[src/design/bcd_pkg.sv]
package bcd_pkg;

  localparam int unsigned SlotCount  = 16;
  localparam int unsigned BlockBytes = 512;
  localparam int unsigned LenW       = 10;
  localparam int unsigned SlotNumW   = 4;

  // block size one bit wider than a length, for clipping math
  localparam logic [LenW:0] BlockLimit = (LenW + 1)'(BlockBytes);

  typedef enum logic [1:0] {
    KIND_LOOKUP    = 2'd0,
    KIND_FILL      = 2'd1,
    KIND_INVAL_ONE = 2'd2,
    KIND_INVAL_ALL = 2'd3
  } kind_e;

  typedef enum logic [2:0] {
    STAT_HIT          = 3'd0,
    STAT_MISS         = 3'd1,
    STAT_EOF          = 3'd2,
    STAT_FILLED       = 3'd3,
    STAT_BACKEND_MISS = 3'd4,
    STAT_INVALIDATED  = 3'd5,
    STAT_BYPASS       = 3'd6
  } status_e;

  typedef enum logic [1:0] {
    ST_IDLE,
    ST_SCAN,
    ST_RESOLVE,
    ST_DONE
  } state_e;

  typedef struct packed {
    kind_e             kind;
    logic [31:0]       file_tag;
    logic [22:0]       block_index;
    logic [8:0]        offset_in_block;
    logic [LenW-1:0]   request_length;
    logic [LenW-1:0]   loaded_size;
  } bcd_in_t;

  typedef struct packed {
    status_e           status;
    logic [SlotNumW-1:0] slot_number;
    logic [LenW-1:0]   served_length;
    logic [31:0]       hit_count;
    logic [31:0]       miss_count;
    logic [31:0]       fill_count;
    logic [31:0]       invalidation_count;
  } bcd_out_t;

  typedef struct packed {
    logic [31:0]     file_tag;
    logic [22:0]     block_index;
    logic [LenW-1:0] valid_bytes;
    logic [31:0]     age;
  } slot_entry_t;

  typedef struct packed {
    logic rd_en;
    logic wr_en;
    logic vld_wr;
    logic vld_val;
  } mem_ctl_t;

  typedef struct packed {
    logic clr;
    logic step;
  } scan_ctl_t;

  typedef struct packed {
    logic            hit;
    logic            free_found;
    logic [LenW-1:0] hit_vb;
  } scan_res_t;

endpackage

[src/design/bcd_slot_mem.sv]
module bcd_slot_mem import bcd_pkg::*; #(
  parameter int unsigned SLOT_COUNT = SlotCount,
  localparam int unsigned IdxW = $clog2(SLOT_COUNT)
) (
  input  logic                  clk_i,
  input  logic                  rst_ni,
  input  mem_ctl_t              ctl_i,
  input  logic [IdxW-1:0]       rd_addr_i,
  input  logic [IdxW-1:0]       wr_addr_i,
  input  slot_entry_t           wr_entry_i,
  output slot_entry_t           rd_entry_o,
  output logic [SLOT_COUNT-1:0] vld_o
);

  slot_entry_t           mem_q [SLOT_COUNT];
  slot_entry_t           rd_q;
  logic [SLOT_COUNT-1:0] vld_q;

  // entry store: one write, one registered read per cycle
  always_ff @(posedge clk_i) begin
    if (ctl_i.wr_en) begin
      mem_q[wr_addr_i] <= wr_entry_i;
    end
    if (ctl_i.rd_en) begin
      rd_q <= mem_q[rd_addr_i];
    end
  end

  always_ff @(posedge clk_i or negedge rst_ni) begin
    if (!rst_ni) begin
      vld_q <= '0;
    end else if (ctl_i.vld_wr) begin
      vld_q[wr_addr_i] <= ctl_i.vld_val;
    end
  end

  assign rd_entry_o = rd_q;
  assign vld_o      = vld_q;

endmodule

[src/design/bcd_scan.sv]
module bcd_scan import bcd_pkg::*; #(
  parameter int unsigned SLOT_COUNT = SlotCount,
  localparam int unsigned IdxW = $clog2(SLOT_COUNT)
) (
  input  logic            clk_i,
  input  logic            rst_ni,
  input  scan_ctl_t       ctl_i,
  input  logic [IdxW-1:0] idx_i,
  input  logic            vld_i,
  input  slot_entry_t     entry_i,
  input  logic [31:0]     tag_i,
  input  logic [22:0]     blk_i,
  output logic            tag_eq_o,
  output scan_res_t       res_o,
  output logic [IdxW-1:0] hit_idx_o,
  output logic [IdxW-1:0] free_idx_o,
  output logic [IdxW-1:0] old_idx_o
);

  logic            hit_q, free_q, old_seen_q;
  logic [IdxW-1:0] hit_idx_q, free_idx_q, old_idx_q;
  logic [LenW-1:0] hit_vb_q;
  logic [31:0]     old_age_q;
  logic            tag_eq, match, age_lt, take_hit, take_free, take_old;

  // one shared compare unit, one slot per step
  assign tag_eq    = (entry_i.file_tag == tag_i);
  assign match     = vld_i && tag_eq && (entry_i.block_index == blk_i);
  assign age_lt    = (entry_i.age < old_age_q);
  assign take_hit  = ctl_i.step && match && !hit_q;
  assign take_free = ctl_i.step && !vld_i && !free_q;
  // strict less-than keeps the lowest slot on ties
  assign take_old  = ctl_i.step && vld_i && (!old_seen_q || age_lt);

  always_ff @(posedge clk_i or negedge rst_ni) begin
    if (!rst_ni) begin
      hit_q      <= 1'b0;
      free_q     <= 1'b0;
      old_seen_q <= 1'b0;
    end else if (ctl_i.clr) begin
      hit_q      <= 1'b0;
      free_q     <= 1'b0;
      old_seen_q <= 1'b0;
    end else begin
      if (take_hit) begin
        hit_q <= 1'b1;
      end
      if (take_free) begin
        free_q <= 1'b1;
      end
      if (take_old) begin
        old_seen_q <= 1'b1;
      end
    end
  end

  always_ff @(posedge clk_i) begin
    if (take_hit) begin
      hit_idx_q <= idx_i;
      hit_vb_q  <= entry_i.valid_bytes;
    end
    if (take_free) begin
      free_idx_q <= idx_i;
    end
    if (take_old) begin
      old_idx_q <= idx_i;
      old_age_q <= entry_i.age;
    end
  end

  assign tag_eq_o         = tag_eq;
  assign res_o.hit        = hit_q;
  assign res_o.free_found = free_q;
  assign res_o.hit_vb     = hit_vb_q;
  assign hit_idx_o        = hit_idx_q;
  assign free_idx_o       = free_idx_q;
  assign old_idx_o        = old_idx_q;

endmodule

[src/design/block_cache_directory_lru.sv]
// Sequence: a lookup, fill or invalidation scans every slot, then resolves, then loads its result word
// into the output register; bypassed words skip the scan and resolve steps.
// Occupancy: the block takes no new word until the last one's result word is loaded; the
// scan reads one slot per cycle through the entry memory's single read port.
// Reset (async, active low): all slots invalid at once, counters zero, age clock one,
// cache enabled. No clearing pass is needed.
module block_cache_directory_lru import bcd_pkg::*; #(
  parameter int unsigned SLOT_COUNT = SlotCount
) (
  input  logic     clk_i,
  input  logic     rst_ni,
  input  logic     cfg_we_i,
  input  logic     cfg_wdata_i,
  input  logic     in_valid_i,
  output logic     in_ready_o,
  input  bcd_in_t  in_data_i,
  output logic     out_valid_o,
  input  logic     out_ready_i,
  output bcd_out_t out_data_o
);

  localparam int unsigned IdxW = $clog2(SLOT_COUNT);
  localparam int unsigned CntW = $clog2(SLOT_COUNT + 1);

  state_e state_q, state_d;

  // scan counter: issues read k, processes slot k-1 (read data is registered)
  logic [CntW-1:0] cnt_q;
  bcd_in_t         req_q;
  logic            en_q;
  logic [31:0]     age_clk_q;
  logic [31:0]     hits_q, misses_q, fills_q, invals_q;

  status_e             res_status_q;
  logic [SlotNumW-1:0] res_slot_q;
  logic [LenW-1:0]     res_served_q;

  logic     out_valid_q;
  bcd_out_t out_q;

  // memory and scan unit hookup
  mem_ctl_t              mem_ctl;
  logic [IdxW-1:0]       rd_addr, wr_addr;
  slot_entry_t           wr_entry, rd_entry;
  logic [SLOT_COUNT-1:0] vld;
  scan_ctl_t             scan_ctl;
  scan_res_t             scan_res;
  logic                  tag_eq;
  logic [IdxW-1:0]       hit_idx, free_idx, old_idx;

  logic            accept, bypass_in, scan_done, step, is_inval, kill, out_free, load_out;
  logic [IdxW-1:0] proc_idx;

  // resolve-step decisions
  status_e             rs_status;
  logic [SlotNumW-1:0] rs_slot;
  logic [LenW-1:0]     rs_served;
  logic                rs_hit, rs_miss, rs_fill, rs_bump;
  logic                rs_wr_en, rs_vld_wr, rs_vld_val;
  logic [IdxW-1:0]     rs_addr, victim;
  logic [31:0]         stamp;
  logic                eof;
  logic [LenW:0]       room_blk, room_vb, want;
  logic [LenW-1:0]     loaded_sat;

  bcd_slot_mem #(.SLOT_COUNT(SLOT_COUNT)) u_mem (
    .clk_i      (clk_i),
    .rst_ni     (rst_ni),
    .ctl_i      (mem_ctl),
    .rd_addr_i  (rd_addr),
    .wr_addr_i  (wr_addr),
    .wr_entry_i (wr_entry),
    .rd_entry_o (rd_entry),
    .vld_o      (vld)
  );

  bcd_scan #(.SLOT_COUNT(SLOT_COUNT)) u_scan (
    .clk_i      (clk_i),
    .rst_ni     (rst_ni),
    .ctl_i      (scan_ctl),
    .idx_i      (proc_idx),
    .vld_i      (vld[proc_idx]),
    .entry_i    (rd_entry),
    .tag_i      (req_q.file_tag),
    .blk_i      (req_q.block_index),
    .tag_eq_o   (tag_eq),
    .res_o      (scan_res),
    .hit_idx_o  (hit_idx),
    .free_idx_o (free_idx),
    .old_idx_o  (old_idx)
  );

  assign in_ready_o = (state_q == ST_IDLE);
  assign accept     = in_valid_i && in_ready_o;
  assign out_free   = !out_valid_q || out_ready_i;
  assign load_out   = (state_q == ST_DONE) && out_free;

  // lookup or fill on a disabled cache, or empty lookup: nothing to scan, nothing changes
  assign bypass_in = (((in_data_i.kind == KIND_LOOKUP) || (in_data_i.kind == KIND_FILL))
                      && !en_q)
                     || ((in_data_i.kind == KIND_LOOKUP) && (in_data_i.request_length == '0));

  assign scan_done = (cnt_q == CntW'(SLOT_COUNT));
  assign proc_idx  = IdxW'(cnt_q - CntW'(1));
  assign step      = (state_q == ST_SCAN) && (cnt_q != '0);
  assign is_inval  = (req_q.kind == KIND_INVAL_ONE) || (req_q.kind == KIND_INVAL_ALL);
  assign kill      = step && is_inval && vld[proc_idx]
                     && ((req_q.kind == KIND_INVAL_ALL) || tag_eq);

  // ---------------------------------------------------------------------------
  // Resolve: acts on what the scan found
  // ---------------------------------------------------------------------------
  assign stamp = age_clk_q + 32'd1;

  always_comb begin
    // matching slot first, then first free slot, then the oldest
    if (scan_res.hit) begin
      victim = hit_idx;
    end else if (scan_res.free_found) begin
      victim = free_idx;
    end else begin
      victim = old_idx;
    end

    eof      = ({1'b0, req_q.offset_in_block} >= scan_res.hit_vb);
    room_blk = BlockLimit - {2'b00, req_q.offset_in_block};
    room_vb  = {1'b0, scan_res.hit_vb} - {2'b00, req_q.offset_in_block};
    want     = {1'b0, req_q.request_length};
    if (want > room_blk) begin
      want = room_blk;
    end
    if (want > room_vb) begin
      want = room_vb;
    end

    if ({1'b0, req_q.loaded_size} > BlockLimit) begin
      loaded_sat = LenW'(BlockLimit);
    end else begin
      loaded_sat = req_q.loaded_size;
    end

    rs_status  = STAT_INVALIDATED;
    rs_slot    = '0;
    rs_served  = '0;
    rs_hit     = 1'b0;
    rs_miss    = 1'b0;
    rs_fill    = 1'b0;
    rs_bump    = 1'b0;
    rs_wr_en   = 1'b0;
    rs_vld_wr  = 1'b0;
    rs_vld_val = 1'b0;
    rs_addr    = victim;

    unique case (req_q.kind)
      KIND_LOOKUP: begin
        if (!scan_res.hit) begin
          rs_status = STAT_MISS;
          rs_miss   = 1'b1;
        end else begin
          rs_slot = SlotNumW'(hit_idx);
          rs_addr = hit_idx;
          if (eof) begin
            rs_status = STAT_EOF;
          end else begin
            rs_status = STAT_HIT;
            rs_served = LenW'(want);
            rs_hit    = 1'b1;
            rs_bump   = 1'b1;
            rs_wr_en  = 1'b1;   // age refresh
          end
        end
      end
      KIND_FILL: begin
        // victim is cleared; reinstalled only if the backend gave bytes
        rs_slot   = SlotNumW'(victim);
        rs_vld_wr = 1'b1;
        if (req_q.loaded_size == '0) begin
          rs_status = STAT_BACKEND_MISS;
        end else begin
          rs_status  = STAT_FILLED;
          rs_vld_val = 1'b1;
          rs_wr_en   = 1'b1;
          rs_bump    = 1'b1;
          rs_fill    = 1'b1;
        end
      end
      KIND_INVAL_ONE, KIND_INVAL_ALL: begin
        rs_status = STAT_INVALIDATED;
      end
      default: begin
        rs_status = STAT_INVALIDATED;
      end
    endcase
  end

  assign wr_entry.file_tag    = req_q.file_tag;
  assign wr_entry.block_index = req_q.block_index;
  assign wr_entry.valid_bytes = (req_q.kind == KIND_FILL) ? loaded_sat : scan_res.hit_vb;
  assign wr_entry.age         = stamp;

  // ---------------------------------------------------------------------------
  // Sequencer
  // ---------------------------------------------------------------------------
  always_comb begin
    state_d = state_q;
    unique case (state_q)
      ST_IDLE: begin
        if (accept) begin
          state_d = bypass_in ? ST_DONE : ST_SCAN;
        end
      end
      ST_SCAN: begin
        if (scan_done) begin
          state_d = ST_RESOLVE;
        end
      end
      ST_RESOLVE: begin
        state_d = ST_DONE;
      end
      ST_DONE: begin
        if (out_free) begin
          state_d = ST_IDLE;
        end
      end
      default: begin
        state_d = ST_IDLE;
      end
    endcase
  end

  always_comb begin
    scan_ctl.clr     = accept;
    scan_ctl.step    = step;
    mem_ctl.rd_en    = 1'b0;
    mem_ctl.wr_en    = 1'b0;
    mem_ctl.vld_wr   = 1'b0;
    mem_ctl.vld_val  = 1'b0;
    rd_addr          = cnt_q[IdxW-1:0];
    wr_addr          = rs_addr;
    unique case (state_q)
      ST_SCAN: begin
        mem_ctl.rd_en  = !scan_done;
        mem_ctl.vld_wr = kill;        // invalidation drops valid as it goes
        wr_addr        = proc_idx;
      end
      ST_RESOLVE: begin
        mem_ctl.wr_en   = rs_wr_en;
        mem_ctl.vld_wr  = rs_vld_wr;
        mem_ctl.vld_val = rs_vld_val;
      end
      ST_IDLE, ST_DONE: begin
        mem_ctl.rd_en = 1'b0;
      end
      default: begin
        mem_ctl.rd_en = 1'b0;
      end
    endcase
  end

  // ---------------------------------------------------------------------------
  // Control registers and counters
  // ---------------------------------------------------------------------------
  always_ff @(posedge clk_i or negedge rst_ni) begin
    if (!rst_ni) begin
      state_q     <= ST_IDLE;
      cnt_q       <= '0;
      en_q        <= 1'b1;
      age_clk_q   <= 32'd1;
      hits_q      <= '0;
      misses_q    <= '0;
      fills_q     <= '0;
      invals_q    <= '0;
      out_valid_q <= 1'b0;
    end else begin
      state_q <= state_d;
      if (cfg_we_i) begin
        en_q <= cfg_wdata_i;
      end
      if (accept) begin
        cnt_q <= '0;
      end else if (state_q == ST_SCAN) begin
        cnt_q <= CntW'(cnt_q + CntW'(1));
      end
      if (kill) begin
        invals_q <= invals_q + 32'd1;
      end
      if (state_q == ST_RESOLVE) begin
        if (rs_hit) begin
          hits_q <= hits_q + 32'd1;
        end
        if (rs_miss) begin
          misses_q <= misses_q + 32'd1;
        end
        if (rs_fill) begin
          fills_q <= fills_q + 32'd1;
        end
        if (rs_bump) begin
          age_clk_q <= stamp;
        end
      end
      if (load_out) begin
        out_valid_q <= 1'b1;
      end else if (out_ready_i) begin
        out_valid_q <= 1'b0;
      end
    end
  end

  // payload registers
  always_ff @(posedge clk_i) begin
    if (accept) begin
      req_q        <= in_data_i;
      res_status_q <= STAT_BYPASS;
      res_slot_q   <= '0;
      res_served_q <= '0;
    end else if (state_q == ST_RESOLVE) begin
      res_status_q <= rs_status;
      res_slot_q   <= rs_slot;
      res_served_q <= rs_served;
    end
    if (load_out) begin
      out_q.status             <= res_status_q;
      out_q.slot_number        <= res_slot_q;
      out_q.served_length      <= res_served_q;
      out_q.hit_count          <= hits_q;
      out_q.miss_count         <= misses_q;
      out_q.fill_count         <= fills_q;
      out_q.invalidation_count <= invals_q;
    end
  end

  assign out_valid_o = out_valid_q;
  assign out_data_o  = out_q;

endmodule

[config.mk]
export PLATFORM = sky130hd
export DESIGN_NAME = block_cache_directory_lru
export DESIGN_NICKNAME = d
export VERILOG_FILES = /design/src/design/bcd_pkg.sv /design/src/design/bcd_slot_mem.sv /design/src/design/bcd_scan.sv /design/src/design/block_cache_directory_lru.sv
export SDC_FILE = /design/constraint.sdc
export NUM_CORES = 2
export LEC_CHECK = 0
export BUFFER_PORTS_ARGS = -buffer_cell sky130_fd_sc_hd__buf_2
export CAP_MARGIN = 40
export CORE_MARGIN = 8
export CORE_UTILIZATION = 40
export DETAILED_ROUTE_END_ITERATION = 8
export PLACE_DENSITY_LB_ADDON = 0.2
export SLEW_MARGIN = 15
export SYNTH_ARGS = -nofsm -noshare
export SYNTH_HDL_FRONTEND = slang
export SYNTH_SLANG_ARGS = --single-unit
[constraint.sdc]
create_clock -name clk_i -period 20.1 [get_ports clk_i]
set_input_delay 4.02 -clock clk_i [delete_from_list [all_inputs] [get_ports clk_i]]
set_output_delay 4.02 -clock clk_i [all_outputs]
set_load 0.03 [all_outputs]
==> flow_summary_export.csv <==
group,metric,value,unit
die,coreArea,205000,sq um
sta,hold_viol_final,0,
die,dieArea,221000,sq um
critical_path,cp-startpoint,"state_q[0]",
sta,worst_pin_slew,1.00,ns
critical_path,endpoint,"in_ready_o",
die,initial_core_util,40.3,%
yosys,yosysTopAreaCell,"edfxtp_1",
sta,max_freq,0.169,GHz
global_route,antenna_found_initial,5,
yosys,synth_edf_count,1934,
global_route,grt_pass1_vias,40600,
flow_run,drv_cap,0,
sta,fin_crit,5.92,ns
pwr,total_power,12.2,mW
clock_tree,clk_pin_slew,0.06,ns
die,io_pins,239,
clock_tree,cts_tree,"built",
critical_path,r2r-start,"req_q[20]",
placed_design,place_congestion,0.803,
sta,tns,0,ns
die,dieWidth,470,um
drt,drtIter0Drc,3603,
critical_path,regToRegEndpoint,"res_served_q[0]",
sta,slew_violations,0,
critical_path,slowest_delay,0.41,ns
min_path,hold_class,"register to register",
cells_and_area,nNetsFinal,4567,
critical_path,crit_fanout,5,
global_route,grt_max_degree,131,
cells_and_area,fillers,17100,
clock_tree,insertion_delay,0.82,ns
clock_tree,ctsHtreeMaxLevel,4,
yosys,synth-async-reset-ratio,8.79,%
clock_tree,cts_sinks,2139,
critical_path,critPathArrivalTime,1.90,ns
clock_tree,cts_buffers,214,
critical_path,cp-end-kind,"primary output",
critical_path,start_kind,"register",
critical_path,critical_path_class,"register to primary output",
drt,routedWlPerCell,26.0,um
sta,finClkSkew,0.0459,ns
critical_path,crit_required,16.08,ns
global_route,grt_use_total,16.7,%
critical_path,slowest_stage,"dfrtp_1",
clock_tree,clockRootBuffer,"clkbuf_16",
sta,relSlewSlack,33.2,%
die,die_h,470,um
placed_design,io_buffers,238,
cells_and_area,final_util,46.5,%
yosys,syn-instance-count,3961,
critical_path,path_cells,"inv_1 -> ha_1 -> buf_2",
drt,drt-vias-per-instance,5.42,
sta,rsz0062_at_grt,"no",
yosys,synth_cell_types,71,
clock_tree,cts_resized,0,
placed_design,hpwl,104000,um
pwr,power_density,128,nW/um^2
drt,via_count,39400,
yosys,synth_area_leaders,"edfxtp_1, mux4_2, dfrtp_1",
pwr,ir_drop,118,uV
drt,ant_nets,0,
global_route,grt-ovfl-total,0,
yosys,ys.warnings.count,0,
sta,period_share,29.5,%
outcome,status,"finished clean",
critical_path,r2r_slack,14.84,ns
yosys,seq_area_frac_synth,76.5,%
pwr,leakage,32.3,nW
yosys,synth_area,82500,sq um
clock_tree,ctsHoldBuffers,0,
critical_path,reg2reg_depth,20,
clock_tree,cts_setup_buffers,0,
die,rows,166,
drt,dr.pass1.iters,5,
global_route,grt_first_pass_wirelength,280000,um
clock_tree,cts_buffer_depth,3,
yosys,syn-num-nets,4126,
cells_and_area,syn2layout_area_growth,15.3,%
yosys,yosys.area.top_type_share,70.4,%
drt,wl,189000,um
yosys,ys_seq_elements,2139,
drt,drcViolationCount,0,
cells_and_area,drive_gt1_share,26.8,%
sta,setup_viol,0,
yosys,synthFlopType,"edfxtp_1",
yosys,avgSynthCellArea,20.8,sq um
-- cell type report --
| cell class | instances | area [sq um] | area share, % |
|---|---|---|---|
| Antenna cell | 2 | 5.00 | 0.00526 |
| Clock buffer | 278 | 5750 | 6.04 |
| Clock inverter | 120 | 1010 | 1.06 |
| Inverter | 81 | 309 | 0.325 |
| Multi-Input combinational cell | 1588 | 18600 | 19.6 |
| Sequential cell | 2139 | 63100 | 66.4 |
| Tap cell | 2688 | 3360 | 3.54 |
| Timing Repair Buffer | 378 | 2920 | 3.07 |
-- metrics by stage --
step / instance area (sq um) / hold WS, ns / setup WS, ns / instances
3_5_place_dp: 88100 / 0.408 / 13.96 / 6862
3_3_place_gp: 87300 / 0.413 / 13.70 / 6812
2_1_floorplan: 82500 / 0.400 / 12.09 / 3961
5_1_grt: 95100 / 0.436 / 14.06 / 7274
4_1_cts: 94900 / 0.414 / 14.08 / 7260
6_report: 95100 / 0.421 / 14.18 / 7274
-- sequential cells by signal (all words and copies together) (netlist names), 2 cells and up --
signal	flops
u_mem.mem_q	1552
out_data_o	145
u_mem.rd_entry_o	97
req_q	86
age_clk_q	32
fills_q	32
hits_q	32
invals_q	32
misses_q	32
u_scan.old_age_q	32
u_mem.vld_o	16
res_served_q	10
u_scan.hit_vb_q	10
cnt_q	5
res_slot_q	4
u_scan.free_idx_o	4
u_scan.hit_idx_o	4
u_scan.old_idx_o	4
res_status_q	3
state_q	2
-- cells in the final DEF (no fill, tap or decap), types with 17 or more instances in the layout --
master,synthesis,layout
edfxtp_1,1934,1934
mux4_2,489,489
buf_2,13,239
clkbuf_16,0,216
dfrtp_1,186,182
nand2_1,155,155
xor2_1,138,138
xnor2_1,120,120
nor2_1,118,108
buf_4,1,96
inv_1,78,77
ha_1,72,72
nand3_1,68,68
nand4_1,64,64
clkbuf_1,95,51
clkinv_1,2,50
nor3_1,43,43
and3_1,45,39
clkinv_2,0,36
a21oi_1,31,31
nor4_1,30,30
o21ai_0,25,24
buf_16,0,21
buf_12,0,20
a21o_1,17,17
dfxtp_1,17,17
-- how the worst min path moves through the flow --
stage / startpoint / to / cells past startpoint
6_report: u_mem.rd_entry_o[40] / u_scan.hit_vb_q[8] / 0
5_1_grt: u_mem.rd_entry_o[32] / u_scan.hit_vb_q[0] / 0
4_1_cts: u_mem.rd_entry_o[32] / u_scan.hit_vb_q[0] / 0
3_5_place_dp: u_mem.rd_entry_o[40] / u_scan.hit_vb_q[8] / 0
3_3_place_gp: u_mem.rd_entry_o[33] / u_scan.hit_vb_q[1] / 0
2_1_floorplan: u_mem.rd_entry_o[32] / u_scan.hit_vb_q[0] / 0
-- critical path: cells and delay by family (launching register included) --
family	cells	cell delay, ns
DFF	1	0.41
adders and majority gates	1	0.26
buffers and inverters	2	0.39
-- per-layer routing --
layer  up-vias  wire length [um]  track usage [%]
met2      1180             87700             26.1
met3       240             10700             3.03
li1      17000                 -                -
met5         -                24                0
met1     21000             87400             24.8
met4         4              3240             3.51
-- Yosys cell counts, types with 6 or more instances --
master and count:
xor2_1 138, xnor2_1 120, nor2_1 118, a21oi_1 31, nand2b_1 8, o211ai_1 6
nand2_1 155, inv_1 78, dfxtp_1 17, a21o_1 17, nor4_1 30, mux4_2 489
nand4_1 64, or2_2 7, buf_1 44, o22a_1 16, edfxtp_1 1934, nor2b_1 9
buf_2 13, a31oi_1 11, nand3_1 68, ha_1 72, dfrtp_1 186, mux2i_1 7
and2_1 12, mux2_2 11, and4_1 15, o31ai_1 6, o21ai_0 25, clkbuf_1 95
nor3_1 43, a211oi_1 9, and3_1 45
-- cell families after synthesis --
family | after synthesis | share of synthesized area, %
adder cells (fa/ha/maj) | 75 | 1.14
XOR/XNOR | 259 | 2.76
AND/OR/NAND/NOR | 588 | 3.60
buffers and inverters | 234 | 1.09
AO/OA/AOI/OAI | 159 | 1.33
multiplexers | 507 | 13.6
flip-flops | 2139 | 76.5
-- power breakdown --
group,internal (mW),leakage (nW),switching (mW)
sequential,5.40,20.6,0.281
clock,2.17,3.30,1.67
combinational,1.24,8.33,1.44
Power figures use the tool's default switching activity.
